[src/hdl/scroll_to_line_snapper_assert.svh]
// ----------------------------------------------------------------------------
// scroll_to_line_snapper assertion macros
// Concurrent assertion wrappers, empty when SYNTH is defined.
// ----------------------------------------------------------------------------
`ifndef SCROLL_TO_LINE_SNAPPER_ASSERT_SVH
`define SCROLL_TO_LINE_SNAPPER_ASSERT_SVH

`ifndef SYNTH
// plain property, checked on every edge out of reset
`define STLS_ASSERT(lbl, prop, msg) \
  lbl: assert property (@(posedge clk_i) disable iff (!rst_ni) (prop)) else $error(msg);
// implication with an overlapping antecedent
`define STLS_ASSERT_IMP(lbl, ante, cons, msg) \
  lbl: assert property (@(posedge clk_i) disable iff (!rst_ni) (ante) |-> (cons)) \
    else $error(msg);
// implication with a non-overlapping antecedent, checked in the next cycle
`define STLS_ASSERT_NEXT(lbl, ante, cons, msg) \
  lbl: assert property (@(posedge clk_i) disable iff (!rst_ni) (ante) |=> (cons)) \
    else $error(msg);
`else
`define STLS_ASSERT(lbl, prop, msg)
`define STLS_ASSERT_IMP(lbl, ante, cons, msg)
`define STLS_ASSERT_NEXT(lbl, ante, cons, msg)
`endif

`endif

[src/hdl/stls_pkg.sv]
// ----------------------------------------------------------------------------
// stls_pkg
// Event codes, register indexes, reset values and helpers of the line snapper.
// ----------------------------------------------------------------------------
`default_nettype none

package stls_pkg;

  // event kinds carried in tuser
  localparam logic [2:0] FUNC_MOTION_START  = 3'd0;
  localparam logic [2:0] FUNC_INERTIA_START = 3'd1;
  localparam logic [2:0] FUNC_MOTION_STOP   = 3'd2;
  localparam logic [2:0] FUNC_INERTIA_STOP  = 3'd3;
  localparam logic [2:0] FUNC_PIXEL         = 3'd4;
  localparam logic [2:0] FUNC_LINE          = 3'd5;
  localparam logic [2:0] FUNC_HALT_UP       = 3'd6;
  localparam logic [2:0] FUNC_HALT_DOWN     = 3'd7;

  // configuration register indexes
  localparam logic [1:0] REG_PIXEL_SCALE = 2'd0;
  localparam logic [1:0] REG_LINE_SCALE  = 2'd1;
  localparam logic [1:0] REG_VIEW_BASED  = 2'd2;
  localparam logic [1:0] REG_MIN_LINES   = 2'd3;

  localparam logic [15:0] PIXEL_SCALE_RST = 16'd256;
  localparam logic [23:0] LINE_SCALE_RST  = 24'd65536;
  localparam logic [15:0] MIN_LINES_RST   = 16'd1;

  // inertia start this soon after a stop keeps the halt flags
  localparam logic [31:0] CARRY_MS = 32'd50;

  localparam int unsigned DIV_BITS = 24;

  // sign and magnitude to a saturated 16 bit two's complement value
  function automatic logic [15:0] sat16(input logic neg, input logic [39:0] mag);
    logic [15:0] res;
    if (neg) begin
      if (mag > 40'd32768) res = 16'h8000;
      else                 res = 16'(16'd0 - mag[15:0]);
    end else begin
      if (mag > 40'd32767) res = 16'h7fff;
      else                 res = mag[15:0];
    end
    return res;
  endfunction

endpackage

`default_nettype wire

[src/hdl/scroll_to_line_snapper.sv]
// ----------------------------------------------------------------------------
// scroll_to_line_snapper
// Converts scroll events into a signed, saturated count of text lines.
// ----------------------------------------------------------------------------
// One event is taken at a time; the input is not ready while an event is in
// work. Control and halt events, and pixel scrolls dropped in a halted
// direction, go straight to the done state. A line scroll makes three passes
// through the shared 24x17 multiplier (gain times view, then two partial
// products), followed by rounding and the minimum magnitude. A pixel scroll
// ends in the bit-serial divide of the scaled amount by the line height, one
// quotient bit per cycle for 24 bits. The result sits in an output register,
// so the next event is taken while it waits for the sink. There is one
// result per event; control events give zero.
`default_nettype none

module scroll_to_line_snapper (
  input  wire logic        clk_i,
  input  wire logic        rst_ni,
  // slave side
  input  wire logic        s_axis_tvalid_i,
  output logic             s_axis_tready_o,
  // scroll_amount[15:0], time_ms[47:16], line_height[55:48], view_lines[71:56]
  input  wire logic [71:0] s_axis_tdata_i,
  // func[2:0]
  input  wire logic [2:0]  s_axis_tuser_i,
  // master side
  output logic             m_axis_tvalid_o,
  input  wire logic        m_axis_tready_i,
  // lines[15:0]
  output logic [15:0]      m_axis_tdata_o,
  // configuration
  input  wire logic        cfg_we_i,
  input  wire logic [1:0]  cfg_addr_i,
  input  wire logic [23:0] cfg_wdata_i
);

`include "scroll_to_line_snapper_assert.svh"

  localparam logic [3:0] ST_IDLE  = 4'd0;
  localparam logic [3:0] ST_PMUL  = 4'd1;
  localparam logic [3:0] ST_PRND  = 4'd2;
  localparam logic [3:0] ST_PDIV  = 4'd3;
  localparam logic [3:0] ST_PFIN  = 4'd4;
  localparam logic [3:0] ST_LGAIN = 4'd5;
  localparam logic [3:0] ST_LLO   = 4'd6;
  localparam logic [3:0] ST_LHI   = 4'd7;
  localparam logic [3:0] ST_LRND  = 4'd8;
  localparam logic [3:0] ST_LFIN  = 4'd9;
  localparam logic [3:0] ST_DONE  = 4'd10;

  localparam logic [4:0] DIV_LAST = 5'(stls_pkg::DIV_BITS - 1);

  // control state
  logic [3:0]  state_q, state_d;
  logic        in_motion_q, in_motion_d;
  logic        inertial_q, inertial_d;
  logic [8:0]  pend_q, pend_d;
  logic        halt_up_q, halt_up_d;
  logic        halt_down_q, halt_down_d;
  logic [31:0] stop_time_q, stop_time_d;
  logic [4:0]  cnt_q, cnt_d;
  logic        m_valid_q, m_valid_d;

  // configuration
  logic [15:0] pix_scale_q;
  logic [23:0] line_scale_q;
  logic        view_based_q;
  logic [15:0] min_lines_q;

  // datapath
  logic        sign_q, sign_d;
  logic [16:0] mag_q, mag_d;
  logic [7:0]  height_q, height_d;
  logic [15:0] view_q, view_d;
  logic [55:0] acc_q, acc_d;
  logic [39:0] gain_q, gain_d;
  logic [23:0] dvd_q, dvd_d;
  logic [7:0]  rem_q, rem_d;
  logic [15:0] res_q, res_d;
  logic [15:0] m_data_q, m_data_d;

  // shared multiplier
  logic [23:0] mul_a;
  logic [16:0] mul_b;
  logic [40:0] mul_p;

  // input fields
  logic [15:0] in_amount;
  logic [31:0] in_time;
  logic [7:0]  in_height;
  logic        in_accept;

  // working values
  logic        amt_neg, amt_pos, halted, dir_change;
  logic [8:0]  pend_eff;
  logic [16:0] sum, sum_abs, amt_abs;
  logic [23:0] pq;
  logic        p_up;
  logic [39:0] lq;
  logic        l_up;
  logic [8:0]  div_t;
  logic        div_ge;
  logic [39:0] line_mag;

  assign in_amount = s_axis_tdata_i[15:0];
  assign in_time   = s_axis_tdata_i[47:16];
  assign in_height = s_axis_tdata_i[55:48];
  assign in_accept = s_axis_tvalid_i && s_axis_tready_o;

  assign s_axis_tready_o = (state_q == ST_IDLE);
  assign m_axis_tvalid_o = m_valid_q;
  assign m_axis_tdata_o  = m_data_q;

  always_comb begin
    mul_a = '0;
    mul_b = mag_q;
    case (state_q)
      ST_PMUL:  mul_a = {8'd0, pix_scale_q};
      ST_LGAIN: begin
        mul_a = line_scale_q;
        mul_b = {1'b0, view_q};
      end
      ST_LLO:   mul_a = {4'd0, gain_q[19:0]};
      ST_LHI:   mul_a = {4'd0, gain_q[39:20]};
      default:  mul_a = '0;
    endcase
  end

  assign mul_p = 41'(mul_a) * 41'(mul_b);

  // pixel sum with the carried remainder
  assign amt_neg    = in_amount[15];
  assign amt_pos    = !in_amount[15] && (in_amount != 16'd0);
  assign halted     = (halt_up_q && amt_neg) || (halt_down_q && amt_pos);
  assign dir_change = (pend_q != 9'd0) && (in_amount != 16'd0) && (pend_q[8] != amt_neg);
  assign pend_eff   = (in_motion_q && !dir_change) ? pend_q : 9'd0;
  assign sum        = {in_amount[15], in_amount} + {{8{pend_eff[8]}}, pend_eff};
  assign sum_abs    = sum[16] ? 17'(17'd0 - sum) : sum;
  assign amt_abs    = amt_neg ? 17'(17'd0 - {1'b1, in_amount}) : {1'b0, in_amount};

  // round half to even after the fixed point shift
  assign pq   = acc_q[31:8];
  assign p_up = acc_q[7] && ((acc_q[6:0] != 7'd0) || pq[0]);
  assign lq   = acc_q[55:16];
  assign l_up = acc_q[15] && ((acc_q[14:0] != 15'd0) || lq[0]);

  // restoring divide step
  assign div_t  = {rem_q, dvd_q[stls_pkg::DIV_BITS-1]};
  assign div_ge = (div_t >= {1'b0, height_q});

  assign line_mag = (acc_q[39:0] < {24'd0, min_lines_q}) ? {24'd0, min_lines_q} : acc_q[39:0];

  always_comb begin
    state_d     = state_q;
    in_motion_d = in_motion_q;
    inertial_d  = inertial_q;
    pend_d      = pend_q;
    halt_up_d   = halt_up_q;
    halt_down_d = halt_down_q;
    stop_time_d = stop_time_q;
    cnt_d       = cnt_q;
    sign_d      = sign_q;
    mag_d       = mag_q;
    height_d    = height_q;
    view_d      = view_q;
    acc_d       = acc_q;
    gain_d      = gain_q;
    dvd_d       = dvd_q;
    rem_d       = rem_q;
    res_d       = res_q;
    m_valid_d   = m_valid_q;
    m_data_d    = m_data_q;

    if (m_valid_q && m_axis_tready_i) begin
      m_valid_d = 1'b0;
    end

    case (state_q)
      ST_IDLE: begin
        if (in_accept) begin
          height_d = (in_height == 8'd0) ? 8'd1 : in_height;
          view_d   = s_axis_tdata_i[71:56];
          res_d    = '0;
          state_d  = ST_DONE;
          case (s_axis_tuser_i)
            stls_pkg::FUNC_MOTION_START: begin
              in_motion_d = 1'b1;
              inertial_d  = 1'b0;
              pend_d      = '0;
              halt_up_d   = 1'b0;
              halt_down_d = 1'b0;
            end
            stls_pkg::FUNC_INERTIA_START: begin
              in_motion_d = 1'b1;
              inertial_d  = 1'b1;
              pend_d      = '0;
              if (32'(in_time - stop_time_q) >= stls_pkg::CARRY_MS) begin
                halt_up_d   = 1'b0;
                halt_down_d = 1'b0;
              end
            end
            stls_pkg::FUNC_MOTION_STOP, stls_pkg::FUNC_INERTIA_STOP: begin
              in_motion_d = 1'b0;
              inertial_d  = 1'b0;
              pend_d      = '0;
              stop_time_d = in_time;
            end
            stls_pkg::FUNC_PIXEL: begin
              if (in_motion_q && halted) begin
                pend_d = '0;
              end else begin
                sign_d  = sum[16];
                mag_d   = sum_abs;
                state_d = ST_PMUL;
                if (!in_motion_q) begin
                  pend_d      = '0;
                  stop_time_d = '0;
                end
              end
            end
            stls_pkg::FUNC_LINE: begin
              sign_d  = amt_neg;
              mag_d   = amt_abs;
              state_d = ST_LGAIN;
            end
            stls_pkg::FUNC_HALT_UP: halt_up_d = 1'b1;
            default:                halt_down_d = 1'b1;
          endcase
        end
      end
      ST_PMUL: begin
        acc_d   = 56'(mul_p);
        state_d = ST_PRND;
      end
      ST_PRND: begin
        dvd_d   = pq + 24'(p_up);
        rem_d   = '0;
        cnt_d   = '0;
        state_d = ST_PDIV;
      end
      ST_PDIV: begin
        rem_d = div_ge ? 8'(div_t - {1'b0, height_q}) : div_t[7:0];
        dvd_d = {dvd_q[stls_pkg::DIV_BITS-2:0], div_ge};
        cnt_d = 5'(cnt_q + 5'd1);
        if (cnt_q == DIV_LAST) begin
          state_d = ST_PFIN;
        end
      end
      ST_PFIN: begin
        res_d = stls_pkg::sat16(sign_q, {16'd0, dvd_q});
        if (in_motion_q) begin
          pend_d = sign_q ? 9'(9'd0 - {1'b0, rem_q}) : {1'b0, rem_q};
        end
        state_d = ST_DONE;
      end
      ST_LGAIN: begin
        gain_d  = view_based_q ? mul_p[39:0] : {16'd0, line_scale_q};
        state_d = ST_LLO;
      end
      ST_LLO: begin
        acc_d   = 56'(mul_p);
        state_d = ST_LHI;
      end
      ST_LHI: begin
        acc_d   = 56'(acc_q + {mul_p[35:0], 20'd0});
        state_d = ST_LRND;
      end
      ST_LRND: begin
        acc_d   = {16'd0, 40'(lq + 40'(l_up))};
        state_d = ST_LFIN;
      end
      ST_LFIN: begin
        // a zero amount stays zero, otherwise at least min_lines
        res_d   = (mag_q == 17'd0) ? 16'd0 : stls_pkg::sat16(sign_q, line_mag);
        state_d = ST_DONE;
      end
      ST_DONE: begin
        if (!m_valid_q || m_axis_tready_i) begin
          m_valid_d = 1'b1;
          m_data_d  = res_q;
          state_d   = ST_IDLE;
        end
      end
      default: state_d = ST_IDLE;
    endcase
  end

  always_ff @(posedge clk_i or negedge rst_ni) begin
    if (!rst_ni) begin
      state_q      <= ST_IDLE;
      in_motion_q  <= 1'b0;
      inertial_q   <= 1'b0;
      pend_q       <= '0;
      halt_up_q    <= 1'b0;
      halt_down_q  <= 1'b0;
      stop_time_q  <= '0;
      cnt_q        <= '0;
      m_valid_q    <= 1'b0;
      pix_scale_q  <= stls_pkg::PIXEL_SCALE_RST;
      line_scale_q <= stls_pkg::LINE_SCALE_RST;
      view_based_q <= 1'b0;
      min_lines_q  <= stls_pkg::MIN_LINES_RST;
    end else begin
      state_q     <= state_d;
      in_motion_q <= in_motion_d;
      inertial_q  <= inertial_d;
      pend_q      <= pend_d;
      halt_up_q   <= halt_up_d;
      halt_down_q <= halt_down_d;
      stop_time_q <= stop_time_d;
      cnt_q       <= cnt_d;
      m_valid_q   <= m_valid_d;
      if (cfg_we_i) begin
        case (cfg_addr_i)
          stls_pkg::REG_PIXEL_SCALE: pix_scale_q  <= cfg_wdata_i[15:0];
          stls_pkg::REG_LINE_SCALE:  line_scale_q <= cfg_wdata_i;
          stls_pkg::REG_VIEW_BASED:  view_based_q <= cfg_wdata_i[0];
          stls_pkg::REG_MIN_LINES:   min_lines_q  <= cfg_wdata_i[15:0];
          default: ;
        endcase
      end
    end
  end

  always_ff @(posedge clk_i) begin
    sign_q   <= sign_d;
    mag_q    <= mag_d;
    height_q <= height_d;
    view_q   <= view_d;
    acc_q    <= acc_d;
    gain_q   <= gain_d;
    dvd_q    <= dvd_d;
    rem_q    <= rem_d;
    res_q    <= res_d;
    m_data_q <= m_data_d;
  end

  // the input is not ready in the cycle after a transfer
  `STLS_ASSERT_NEXT(a_busy_after_transfer, in_accept, !s_axis_tready_o, "ready right after transfer")
  // motion start clears both halt flags
  `STLS_ASSERT_NEXT(a_motion_start_unhalts, in_accept && (s_axis_tuser_i == stls_pkg::FUNC_MOTION_START), !halt_up_q && !halt_down_q, "halt flag kept over motion start")
  // divider remainder stays below the line height
  `STLS_ASSERT_IMP(a_rem_below_height, state_q == ST_PDIV, rem_q < height_q, "divider remainder out of range")

endmodule

`default_nettype wire

[config.mk]
export PLATFORM = sky130hd
export DESIGN_NAME = scroll_to_line_snapper
export DESIGN_NICKNAME = d
export VERILOG_FILES = /design/src/hdl/stls_pkg.sv /design/src/hdl/scroll_to_line_snapper.sv
export VERILOG_INCLUDE_DIRS = /design/src /design/src/hdl
export SDC_FILE = /design/constraint.sdc
export NUM_CORES = 2
export LEC_CHECK = 0
export ABC_AREA = 1
export ABC_CLOCK_PERIOD_IN_PS = 9450
export BUFFER_PORTS_ARGS = -buffer_cell sky130_fd_sc_hd__buf_2
export CAP_MARGIN = 20
export CELL_PAD_IN_SITES_DETAIL_PLACEMENT = 0
export CELL_PAD_IN_SITES_GLOBAL_PLACEMENT = 1
export CORE_UTILIZATION = 48
export DETAILED_ROUTE_END_ITERATION = 10
export GPL_TIMING_DRIVEN = 1
export PLACE_DENSITY = 0.86
export REMOVE_ABC_BUFFERS = 1
export SETUP_SLACK_MARGIN = 0.05
export SLEW_MARGIN = 25
export SYNTH_ARGS = -nofsm -noshare
export SYNTH_HDL_FRONTEND = slang
export SYNTH_SLANG_ARGS = --single-unit
[constraint.sdc]
create_clock -name clk_i -period 9.45 [get_ports clk_i]
set_input_delay 0.4725 -clock clk_i [delete_from_list [all_inputs] [get_ports clk_i]]
set_output_delay 0.4725 -clock clk_i [all_outputs]
set_load 0.03 [all_outputs]
==> flow_summary.json <==
{
  "dp_slack_ps": 79.0,
  "grt_overflow": 0,
  "grt_pass1_wl_um": 188000,
  "grt_max_degree": 70,
  "via_count": 33196,
  "end_kind": "flip-flop",
  "syn_area_per_cell_um2": 7.46,
  "routed_wl_um": 123000,
  "fin_tns_setup_ps": 0,
  "cp_slowest_stage_delay_ps": 690,
  "fp-row-count": 100,
  "powerDensity_nw_per_um2": 400,
  "ys_seq_area_frac": 0.244,
  "fin_nets": 5687,
  "initial_core_util": 0.486,
  "numPortBuffers": 123,
  "synth_area_um2": 36200,
  "worstSkewPairLatency_ps": 610,
  "slew_headroom": 0.329,
  "mostFrequentLayoutCells": "1098 x nand2_1, 964 x inv_1, 459 x nor2_1",
  "cp_max_fo": 9,
  "r2r_start": "state_q[3]",
  "die_area_um2": 76500,
  "ys_warn_count": 0,
  "pwr-share-comb": 0.732,
  "globalplace.congestion": 1.05,
  "clockBufferDepth": 3,
  "multi_input_area_um2": 23300,
  "cp.arrival_ps": 9440,
  "drive_gt1_frac": 0.0881,
  "cts-root-buf": "clkbuf_16",
  "post-route-util": 0.540,
  "pin_count": 124,
  "routedWlPerCell_um": 20.4,
  "hp-start": "s_axis_tdata_i[67]",
  "drtIter0Drc": 2941,
  "max_clock_freq_mhz": 110,
  "switching_share": 0.557,
  "min_period_ps": 9100,
  "track_usage": 0.319,
  "synth_cells": 4856,
  "fin_ws_ps": 354,
  "yosys_most_used_dff": "edfxtp_1",
  "startpoint": "state_q[3]",
  "finalSetupViolCount": 0,
  "post_dp_cell_area_um2": 38400,
  "synth-edff-count": 202,
  "p_clk_frac": 0.109,
  "clk_pin_slew_worst_paths_ps": 70,
  "p_switching_mw": 8.96,
  "synth-seq-cells": 313,
  "crit_top_cell": "inv_1",
  "grt_pass1_vias": 32373,
  "num-fill-cells": 7351,
  "path_class": "reg2reg",
  "dr.pass1.iters": 8,
  "hold_class": "in2reg",
  "die_h_um": 277,
  "ir_drop_v": 0.000354,
  "antenna_found_initial": 2,
  "seqPwrFrac": 0.159,
  "hold_violations": 0,
  "core_area_um2": 74600,
  "power_mw": 16.1,
  "period_share": 0.963,
  "tightest_slew_ps": 999,
  "vias_per_cell": 5.51,
  "drv_cap": 0,
  "fin_area_um2": 40300,
  "slew_viol_final": 0,
  "postRouteAntennaNets": 0,
  "synthArstFlopShare": 0.355,
  "clock-skew-final_ps": 64.3,
  "cts-htree-levels": 2,
  "crit_required_ps": 9800,
  "dp_hpwl_um": 100000,
  "drc_errors": 0,
  "intPower_mw": 7.13,
  "syn_to_final_growth_pct": 11.2,
  "start_kind": "flip-flop",
  "cts.sinks": 313,
  "crit_path_top_delay_cell": "xor2_1",
  "synth.distinct_cells": 67,
  "layout_commonest_cell": "nand2_1",
  "cts_tree": "yes",
  "p_leak_nw": 20.1,
  "rsz0062_at_grt": "no",
  "layout.area.seq_um2": 8850,
  "numCtsBuffers": 42,
  "die_w_um": 277,
  "status": "completed"
}
==> through the flow <==
stage / cells / hold slack [ps]
finish: 6022 / 56.6
global route: 6022 / 35.9
CTS: 6011 / 39.3
detailed placement: 5932 / 405
global placement: 5931 / 401
floorplan: 4731 / 177
==> routing by layer <==
layer | part of all wire | vias to the layer above | global-route usage
met5 | 0.00011 | - | 0
met4 | 0.043 | 2 | 0.121
met3 | 0.073 | 263 | 0.0463
met2 | 0.47 | 1345 | 0.535
met1 | 0.41 | 15887 | 0.418
li1 | - | 15699 | -
==> flip-flops by register name, indices dropped and copies added, names as in the netlist, 17 cells and up <==
name          cells
acc_q            56
gain_q           40
stop_time_q      32
dvd_q            24
line_scale_q     24
mag_q            17
==> worst max-delay path, delay by kind of cell, from the launching register on <==
family	cells	cell delay [ps]
flip-flops	1	440
AND/OR/NAND/NOR	12	1630
AO/OA/AOI/OAI	4	770
buffers and inverters	11	1340
XOR/XNOR	2	850
adder cells (fa/ha/maj)	8	3810
==> cells by family after synthesis <==
group           share of synthesized area
buf+inv                             0.118
flops                               0.244
other cells                      0.000207
compound gates                      0.110
mux                              0.000622
fa+ha+maj                           0.264
xor+xnor                           0.0227
simple gates                        0.240
==> power groups by stage <==
stage               Clock, mW  Sequential, mW  Combinational (mW)
floorplan                   0            2.42                7.35
CTS                      1.77            2.55                11.4
global placement            0            2.57                11.2
detailed placement          0            2.57                11.3
finish                   1.75            2.56                11.8
global route             1.82            2.59                13.0
==> layout make-up <==
class / instances / area share
repair buffers: 242 / 0.0405
clock buffers: 50 / 0.0281
multi-input cells: 3418 / 0.578
flip-flops and latches: 313 / 0.220
inverters: 1000 / 0.0936
well taps: 969 / 0.0301
clock inverters: 28 / 0.00936
diodes: 1 / 0.0000622
repair inverters: 1 / 0.000186
==> synthesized netlist by cell type (3+ instances only) <==
cell,count,share of area
buf_2,22,0.0030
o311ai_0,3,0.00073
nand4_1,51,0.0088
nand3b_1,14,0.0029
o31ai_1,13,0.0027
nor3b_1,3,0.00062
and2_1,5,0.00086
o211ai_2,4,0.0014
a22o_1,18,0.0044
inv_2,13,0.0013
nor2_2,12,0.0021
a21boi_0,7,0.0015
o2111ai_1,4,0.00097
o21bai_1,17,0.0035
o21a_1,9,0.0019
nand2_1,1099,0.11
nor4_1,25,0.0043
o21ai_1,17,0.0023
edfxtp_1,202,0.17
dfstp_2,3,0.0022
xnor2_1,34,0.0082
o221ai_1,10,0.0024
inv_1,977,0.10
or2_2,17,0.0029
nor3_1,58,0.0080
o21ai_0,314,0.043
fa_1,333,0.18
o22ai_1,4,0.00069
xor2_1,60,0.015
ha_1,230,0.079
o211ai_1,12,0.0025
a21o_1,15,0.0031
a32o_1,7,0.0019
a31oi_1,35,0.0060
clkinv_1,10,0.0010
dfrtp_1,108,0.075
clkbuf_1,101,0.010
a21oi_1,201,0.028
nand2_2,7,0.0012
nor2_1,469,0.049
nand3_1,265,0.037
nand3_2,12,0.0033
==> worst paths after layout <==
path	cells after the start	slack (ps)	end
worst max-delay path	37	350	acc_q[45]
worst min-delay path	1	60	view_q[11]
worst max register to register	37	350	acc_q[45]
worst min register to register	0	420	m_axis_tdata_o[14]
max in group asynchronous	3	7580	line_scale_q[6]
min in group asynchronous	2	460	pend_q[4]
==> what timing repair did <==
| item | 4_1_cts | 5_1_grt |
|---|---|---|
| gates resized for setup | 1 | 51 |
| gates cloned | 0 | 2 |
| pin swaps | 0 | 5 |
| buffers inserted | 0 | 7 |
| endpoints found under the hold margin | 48 | 0 |
| hold buffers | 1 | 0 |
| setup endpoints to repair | 1 | 19 |
No activity file was read; power rests on OpenSTA's default activity.
